--- src/sv/pls_pkg.sv ---
// ============================================================================
// pls_pkg
// Shared constants and types of the particle life shader.
// ============================================================================
package pls_pkg;

    localparam int PLS_DIV_W   = 17;   // divider numerator/denominator width
    localparam int PLS_Q_W     = 16;   // divider quotient width (fraction bits)
    localparam int PLS_DIV_BPS = 2;    // quotient bits resolved per divider stage

    localparam logic [16:0] PLS_ONE     = 17'h10000;
    localparam logic [24:0] PLS_RCP255  = 25'd16843010;   // ceil(2^32 / 255)

    localparam logic [31:0] PLS_RST_BASE  = 32'hFFFF_FFFF;
    localparam logic [31:0] PLS_RST_FADE  = 32'hFFFF_0000;
    localparam logic [32:0] PLS_RST_TEX   = 33'h1_0000_0000;

    typedef enum logic [2:0] {
        CFG_BASE_COLOR   = 3'd0,
        CFG_STOP_FIRST   = 3'd1,
        CFG_STOP_MIDDLE  = 3'd2,
        CFG_STOP_LAST    = 3'd3,
        CFG_FADE_KEYS    = 3'd4,
        CFG_STOP_KEYS    = 3'd5,
        CFG_TEX_SETUP    = 3'd6,
        CFG_MODE_BITS    = 3'd7
    } t_cfg_idx;

endpackage

--- src/sv/pls_div.sv ---
// ============================================================================
// pls_div
// Pipelined restoring divider: quo = floor(num * 2^QW / den) for num < den.
// ============================================================================
module pls_div
    import pls_pkg::*;
#(
    parameter int DW  = PLS_DIV_W,
    parameter int QW  = PLS_Q_W,
    parameter int BPS = PLS_DIV_BPS
) (
    input  logic          i_clk,
    input  logic          i_en,
    input  logic [DW-1:0] i_num,
    input  logic [DW-1:0] i_den,
    output logic [QW-1:0] o_quo
);

    localparam int NST = QW / BPS;

    logic [DW-1:0] r_rem [NST];
    logic [DW-1:0] r_den [NST];
    logic [QW-1:0] r_quo [NST];

    genvar s;
    generate
        for (s = 0; s < NST; s++) begin : g_st
            logic [DW-1:0] rem_in;
            logic [DW-1:0] den_in;
            logic [QW-1:0] quo_in;
            logic [DW-1:0] n_rem;
            logic [QW-1:0] n_quo;

            if (s == 0) begin : g_first
                assign rem_in = i_num;
                assign den_in = i_den;
                assign quo_in = '0;
            end else begin : g_next
                assign rem_in = r_rem[s-1];
                assign den_in = r_den[s-1];
                assign quo_in = r_quo[s-1];
            end

            always_comb begin : p_step
                logic [DW:0]   tmp;
                logic [DW-1:0] rm;
                logic [QW-1:0] qq;
                rm = rem_in;
                qq = quo_in;
                for (int k = 0; k < BPS; k++) begin
                    tmp = {rm, 1'b0};
                    if (tmp >= {1'b0, den_in}) begin
                        tmp = tmp - {1'b0, den_in};
                        qq  = {qq[QW-2:0], 1'b1};
                    end else begin
                        qq  = {qq[QW-2:0], 1'b0};
                    end
                    rm = tmp[DW-1:0];
                end
                n_rem = rm;
                n_quo = qq;
            end

            always_ff @(posedge i_clk) begin
                if (i_en) begin
                    r_rem[s] <= n_rem;
                    r_den[s] <= den_in;
                    r_quo[s] <= n_quo;
                end
            end
        end
    endgenerate

    assign o_quo = r_quo[NST-1];

endmodule

--- config.mk ---
export PLATFORM = sky130hd
export DESIGN_NAME = pls_div
export DESIGN_NICKNAME = d
export VERILOG_FILES = /design/src/sv/pls_pkg.sv /design/src/sv/pls_div.sv
export SDC_FILE = /design/constraint.sdc
export NUM_CORES = 1
export LEC_CHECK = 0
export BUFFER_PORTS_ARGS = -buffer_cell sky130_fd_sc_hd__buf_2
export CORE_MARGIN = 4
export CORE_UTILIZATION = 50
export CTS_CLUSTER_DIAMETER = 50
export DETAILED_ROUTE_END_ITERATION = 8
export PLACE_DENSITY = 0.66
export REMOVE_ABC_BUFFERS = 1
export SYNTH_ARGS = -nofsm -noshare
export SYNTH_HDL_FRONTEND = slang
export SYNTH_SLANG_ARGS = --single-unit
--- constraint.sdc ---
create_clock -name i_clk -period 9.06 [get_ports i_clk]
set_input_delay 1.812 -clock i_clk [delete_from_list [all_inputs] [get_ports i_clk]]
set_output_delay 1.812 -clock i_clk [all_outputs]
set_load 0.05 [all_outputs]
After elaboration in Yosys (flattened, before gate mapping). Memory sizes are Yosys's and may differ from the RTL's. Cells that the tools add are included.

Register bits after elaboration: 0. Memory bits (writable): 400. Output and inout bits: 16. Word-level logic and storage cells: 69. Memories kept: 3.

Add/subtract/negate cells: 16. Magnitude comparators: 16. Multiplexer cells: 34.

Memory list: r_den (depth 8, bits a word 17, read ports 7, clocked after memory_dff 0, write ports 8, line pls_div.sv:22) `logic [DW-1:0] r_den [NST];`; r_rem (depth 8, bits a word 17, read ports 7, clocked after memory_dff 0, write ports 8, line pls_div.sv:21) `logic [DW-1:0] r_rem [NST];`; r_quo (depth 8, bits a word 16, read ports 8, clocked after memory_dff 0, write ports 8, line pls_div.sv:23) `logic [QW-1:0] r_quo [NST];`.

Operator list (number): $ge A18 B17 Y1 (16); $mux W17 (16); $sub A17 B17 Y17 (16); $mux W1 (18).

Depth between registers and ports, before layout. Gate-level depths: netlist of run 1. An unclocked memory read counts as a cell.

Depth in word-level cells: 5. Depth in mapped cells: 23. Mapped depth without buffers: 20.

Least setup slack after synthesis of run 1. Ideal clock, no wire load.

Kind: input to register. Start point: input port i_den[7]. End point: memory r_rem[0][10] (netlist bit), data pin. Setup time: 0.260 ns. Arrival time: 6.583 ns. Slack: 2.217 ns. Cell stages on the path: 22. Path buffers: 2. Path through: inv_1 > ha_1 > a21o_1 > a221oi_1 > a21boi_1 > o21ai_0 > a21boi_1 > o211a_1 > inv_2 > buf_1 > mux2_2 > inv_1 > ha_1 > o21a_1 > o31a_1 > o41ai_1 > nand2_1 > a221o_1 > a211oi_1 > o211ai_1 > buf_2 > mux2_2.

RTL lines: start: declaration (line pls_div.sv:15) `input logic [DW-1:0] i_den,`; end: declaration (line pls_div.sv:21).

==> flow_summary_export.csv, run 1 <==
group,metric,value,unit
cells_and_area,fill_cells,4111,
grt,antenna_found_initial,1,
synth,synth-edff-count,310,
detailed_routing,wirelength,61.4,mm
detailed_routing,drtIter0Drc,1287,
synth,ys_types,81,
setup_path,critPathTopFamily,"compound AO/OA/AOI/OAI gates",
floorplanning,initial_utilization,50.8,%
clock_network,cts_setup_buffers,0,
detailed_routing,top_layer_used,"met5",
cells_and_area,final_core_util,56.2,%
grt,grt_max_degree,168,
setup_path,crit_slowest_cell,"fa_1",
synth,yosysSeqAreaShare,38.3,%
detailed_routing,met2WireLength,28.8,mm
cells_and_area,final_common_cell,"edfxtp_1",
sta,relSlewSlack,24.6,%
flow_run,cap_violations,0,
clock_network,tritoncts,"built",
sta,rsz0062_at_grt,"no",
synth,synth_area,0.0243,mm2
setup_path,path_max_fanout,17,
outcome,outcome,"completed",
cells_and_area,drive_gt1_share,12.9,%
worst_hold_path,min_path_type,"flop to flop",
cells_and_area,mostFrequentLayoutCells,"edfxtp_1, ha_1, inv_1, a21oi_1, nor2_1",
clock_network,clock_sinks,310,
synth,ys.flop_type,"edfxtp_1",
clock_network,hold_buffers,0,
setup_path,cp_cell_sequence,"buf_2 > inv_1 > fa_1 > a211oi_1 > o21ai_0 > a21boi_1 > o21ai_0 > a21boi_1 > o211a_1 > inv_2 > mux2_2 > inv_1 > ha_1 > o21a_1 > o31a_1 > o41ai_1 > nand2_1 > a221o_1 > a211oi_1 > o211ai_1 > buf_4 > mux2_2",
cells_and_area,antenna_cells,0,
detailed_routing,met3_length,3.28,mm
sta,setup_viol,0,
grt,grt_pass1_wl,97.8,mm
clock_network,clock_latency,580,ps
detailed_routing,vias,18721,
synth,synth_top_family_by_area,"compound AO/OA/AOI/OAI gates",
synth,muxShareOfSynthArea,7.42,%
setup_path,cp.required,9370,ps
detailed_routing,drc,0,
sta,hold_viol,0,
setup_path,cp-start-kind,"input port",
floorplanning,fp-row-count,80,
floorplanning,chipWidth,229,um
floorplanning,core,0.0479,mm2
clock_network,clk_pin_slew_worst_paths,60,ps
grt,grt_pass1_vias,18449,
synth,synth_compound_area_share,18.2,%
placement,portBuffers,51,
detailed_routing,drt-met1-wl,26.6,mm
floorplanning,io_pins,52,
clock_network,htreeDepth,2,
detailed_routing,ant_nets,0,
cells_and_area,syn2layout_area_growth,10.8,%
setup_path,crit_path_end_kind,"flop",
sta,finalHoldWorstSlack,412,ps
synth,synth-xor-area-share,6.66,%
sta,fin_crit_sh,79.5,%
cells_and_area,seq_area,0.00931,mm2
detailed_routing,via_per_inst,5.94,
floorplanning,die_h,229,um
synth,synth_fa_ha_area_share,14.2,%
synth,async_flop_share,0,%
clock_network,cts-root-buf,"clkbuf_16",
sta,fin_tns_setup,0,ps
sta,slew_viol_final,0,
setup_path,path_class,"input port to flop",
sta,tightestPinTransition,1130,ps
detailed_routing,wire_per_inst,19.5,um
synth,synth_seq_cells,310,
setup_path,critical_path.n_buffers_inverters,5,
clock_network,cts_buffer_depth,3,
placement,place.gp.congestion,0.889,
placement,dpl.hpwl,48.0,mm
floorplanning,dieArea,0.0523,mm2
sta,min_period,7210,ps
cells_and_area,nets,2806,
cells_and_area,multi_input_area,0.0141,mm2
clock_network,cts_resized,0,
setup_path,crit_path_max_incr_delay,470,ps
detailed_routing,dr.pass1.iters,5,
grt,gr-total-overflow,0,
sta,fmax,139,MHz
setup_path,cp.arrival,7520,ps
synth,yosys_warnings,0,
synth,synth_area_per_cell,10.0,um2
sta,skew,17.4,ps
grt,track_usage,23.1,%
synth,synthesis.instances,2423,
clock_network,cts_buffers,46,
synth,yosys.area_share.simple,11.6,%
## logic make-up (layout without fill, tap and decap cells)
group,after synthesis,count (layout)
AND/OR/NAND/NOR,584,584
flip-flops,310,310
buffers and inverters,239,352
AO/OA/AOI/OAI,674,674
XOR/XNOR,185,185
adder cells (fa/ha/maj),271,271
multiplexers,160,160
## worst reg2reg max path, stage by stage (launching register included)
cell and delay (ps):
edfxtp_1 480, inv_1 190, fa_1 450, a21o_1 210, a221oi_1 480, a21o_1 270, a311oi_1 160, a211o_1 360
and2_1 490, a21oi_1 350, ha_1 340, and2_1 190, a311oi_1 470, a22oi_1 240, a21oi_1 330, a31oi_1 190
a32oi_1 240, nand3_1 600, mux2_2 510
## Yosys cell counts, drive strengths merged, types with 19 or more instances
library cell | count | area (um2)
a211oi | 33 | 248
a21o | 66 | 497
a21oi | 170 | 851
a31oi | 25 | 156
and2 | 20 | 125
and3 | 22 | 139
clkbuf | 24 | 90.1
edfxtp | 310 | 9310
ha | 263 | 3290
inv | 203 | 762
mux2 | 143 | 1640
nand2 | 150 | 563
nand2b | 22 | 138
nand3 | 37 | 185
nand4 | 25 | 156
nor2 | 165 | 619
nor2b | 25 | 156
nor3 | 51 | 255
o211ai | 19 | 148
o21a | 51 | 383
o21ai | 148 | 741
o21bai | 20 | 150
o31ai | 21 | 158
xnor2 | 128 | 1120
xor2 | 57 | 499
## path summary, 6_finish.rpt
path / startpoint / end / slack, ps / cells past startpoint
setup / recovery: i_den[0] / r_rem[0][14] / 1850 / 22
hold / removal: r_quo[1][17] / r_quo[1][35] / 410 / 0
setup reg to reg: r_den[1][0] / r_rem[2][10] / 2250 / 18
hold reg to reg: r_quo[1][17] / r_quo[1][35] / 410 / 0
## cell type report
class	count	share of cell area, %
timing repair buffer	64	1.39
sequential	310	34.5
clock buffer	46	4.27
inverter	203	2.83
clock inverter	39	1.74
multi-input combinational	1874	52.4
tap	615	2.85
## metal layers
metal / GRT usage, % / vias up
li1: - / 9233
met1: 29.5 / 8838
met2: 38.7 / 502
met3: 4.17 / 146
met4: 9.70 / 2
met5: 0 / -
## sequential cells by signal (all words and copies together) (netlist names)
name and flops:
r_rem 119, r_quo 72, r_den 119
## through the flow
step	setup slack (ps)	instances	area [um2]
global placement	1400	3066	25300
CTS	1860	3151	27000
detailed placement	1290	3066	25300
floorplan	2310	2387	24200
finish	1850	3151	27000
global route	1450	3151	27000
Power of run 1 is not shown: default switching activity piles up to over one toggle a cycle in this logic, so the estimate is an artifact.
==> run 2, diff against run 1 <==
==> constraint.sdc (replaced) <==
create_clock -name i_clk -period 7.3 [get_ports i_clk]
set_input_delay 1.46 -clock i_clk [delete_from_list [all_inputs] [get_ports i_clk]]
set_output_delay 1.46 -clock i_clk [all_outputs]
set_load 0.05 [all_outputs]
==> run 2 against run 1 <==
Cell count is 0.13% lower. Final area is 0.52% lower. Setup slack worse by 1100 ps. Die area stayed put. Clock-buffer cell count is 2 higher. Via count is 0.64% lower. Register-to-register slack worse by 1500 ps. Global-route usage is 0.49 points lower. Largest cell class unchanged.
==> flow_summary_export.csv, run 2 (synthesis gave the netlist of run 1 again) <==
group,metric,value,unit
setup_path,cp_cell_sequence,"inv_1 > fa_1 > a21o_1 > a221oi_1 > a21o_1 > a311oi_1 > a211o_1 > and2_1 > a21oi_1 > ha_1 > and2_1 > a311oi_1 > a22oi_1 > a21oi_1 > a31oi_1 > a32oi_1 > nand3_1 > buf_4 > mux2_2",
grt,use_met1,30.7,%
clock_network,hold_buffers,0,
clock_network,cts_setup_buffers,0,
clock_network,cts_buffer_depth,3,
clock_network,clock_sinks,310,
floorplanning,core,0.0479,mm2
detailed_routing,via_per_inst,5.91,
clock_network,tritoncts,"built",
clock_network,clock_latency,560,ps
setup_path,critical_path.n_buffers_inverters,2,
sta,setup_viol,0,
floorplanning,die_h,229,um
floorplanning,initial_utilization,50.8,%
grt,busiest_layer,"met2",
sta,hold_viol,0,
setup_path,critPathTopFamily,"compound AO/OA/AOI/OAI gates",
setup_path,path_max_fanout,17,
setup_path,crit_path_end_kind,"flop",
grt,grt_max_degree,156,
grt,gr-total-overflow,0,
floorplanning,fp-row-count,80,
sta,rsz0062_at_grt,"no",
setup_path,crit_path_max_incr_delay,540,ps
grt,track_usage,22.6,%
cells_and_area,drive_gt1_share,12.6,%
detailed_routing,wirelength,60.3,mm
flow_run,cap_violations,0,
cells_and_area,reg_top3,"r_den (119), r_rem (119), r_quo (72)",
clock_network,htreeDepth,2,
cells_and_area,final_cell_area,0.0268,mm2
placement,portBuffers,51,
floorplanning,dieArea,0.0523,mm2
detailed_routing,vias,18602,
placement,dpl_cell_area,0.0254,mm2
detailed_routing,wire_per_inst,19.2,um
detailed_routing,drc,0,
grt,grtUsageMet2,36.4,%
sta,fmax,152,MHz
placement,place.gp.congestion,0.914,
clock_network,cts_resized,0,
floorplanning,chipWidth,229,um
cells_and_area,mostFrequentLayoutCells,"edfxtp_1, ha_1, inv_1, a21oi_1, nor2_1",
grt,grt_pass1_vias,18022,
setup_path,crit_slowest_cell,"a311oi_1",
clock_network,cts_buffers,42,
outcome,outcome,"completed",
sta,skew,22.7,ps
detailed_routing,dr.pass1.iters,6,
sta,slew_viol_final,0,
clock_network,clk_pin_slew_worst_paths,60,ps
cells_and_area,syn2layout_area_growth,10.2,%
sta,tightestPinTransition,1140,ps
setup_path,path_class,"flop to flop",
placement,dpl.hpwl,47.5,mm
grt,use_met3,2.97,%
setup_path,cp-start-kind,"flop",
sta,fin_tns_setup,0,ps
cells_and_area,antenna_cells,0,
grt,grt_pass1_wl,96.4,mm
sta,min_period,6570,ps
setup_path,cp.required,7590,ps
detailed_routing,ant_nets,0,
cells_and_area,final_common_cell,"edfxtp_1",
detailed_routing,drtIter0Drc,1412,
clock_network,cts-root-buf,"clkbuf_16",
sta,relSlewSlack,22.1,%
sta,fin_crit_sh,90.0,%
cells_and_area,nets,2806,
worst_hold_path,min_path_type,"flop to flop",
grt,antenna_found_initial,0,
floorplanning,io_pins,52,
setup_path,cp.arrival,6860,ps
## run 2: changes by cell type in the layout (fill, tap and decap cells not counted), moves of 2 or more
cell and change:
buf_4 +4, inv_8 -7, clkinv_8 -2, clkbuf_16 -3, clkinv_4 -2, clkbuf_1 +5
## run 2: per-layer routing
layer | part of all wire [%] | up-vias | wire [um]
li1 | - | 9232 | -
met1 | 45 | 8726 | 27200
met2 | 46 | 496 | 27600
met3 | 4.7 | 148 | 2860
met4 | 4.3 | 0 | 2610
met5 | 0 | - | 0
## run 2: metrics by stage
| step | setup WS, ps | hold WS [ps] | cells | utilization (%) |
|---|---|---|---|---|
| final | 730 | 415 | 3147 | 55.9 |
| after detailed placement | 399 | 405 | 3070 | 52.9 |
| after global routing | 390 | 419 | 3147 | 55.9 |
| after CTS | 904 | 417 | 3147 | 55.9 |
| after floorplan | 904 | 400 | 2387 | - |
| after global placement | 448 | 400 | 3070 | 52.9 |
## run 2: area by class of cell
type                    instances  area (um2)
clock buffers                  48        1090
fillers                      4181       21100
clock inverters                29         358
multi-input cells            1874       14100
well taps                     615         769
inverters                     203         762
flip-flops and latches        310        9310
repair buffers                 68         405
## run 2: path summary, 6_finish.rpt
kind | startpoint | end | slack (ps) | depth (start not counted)
worst min-delay path | r_quo[1][24] | r_quo[1][42] | 420 | 0
worst min register to register | r_quo[1][24] | r_quo[1][42] | 420 | 0
worst max register to register | r_den[1][0] | r_rem[2][14] | 730 | 19
worst max-delay path | r_den[1][0] | r_rem[2][14] | 730 | 19
## run 2: worst register-to-register path: stages (launching register included)
cell      delay [ps]
edfxtp_1         500
inv_1            240
fa_1             480
a21o_1           210
a221oi_1         510
a21o_1           280
a311oi_1         170
a211o_1          390
and2_1           460
a21oi_1          320
ha_1             340
and2_1           190
a311oi_1         540
a22oi_1          290
a21oi_1          320
a31oi_1          190
a32oi_1          230
nand3_1          100
buf_4            220
mux2_2           300
Power of run 2 is left out for the same reason.
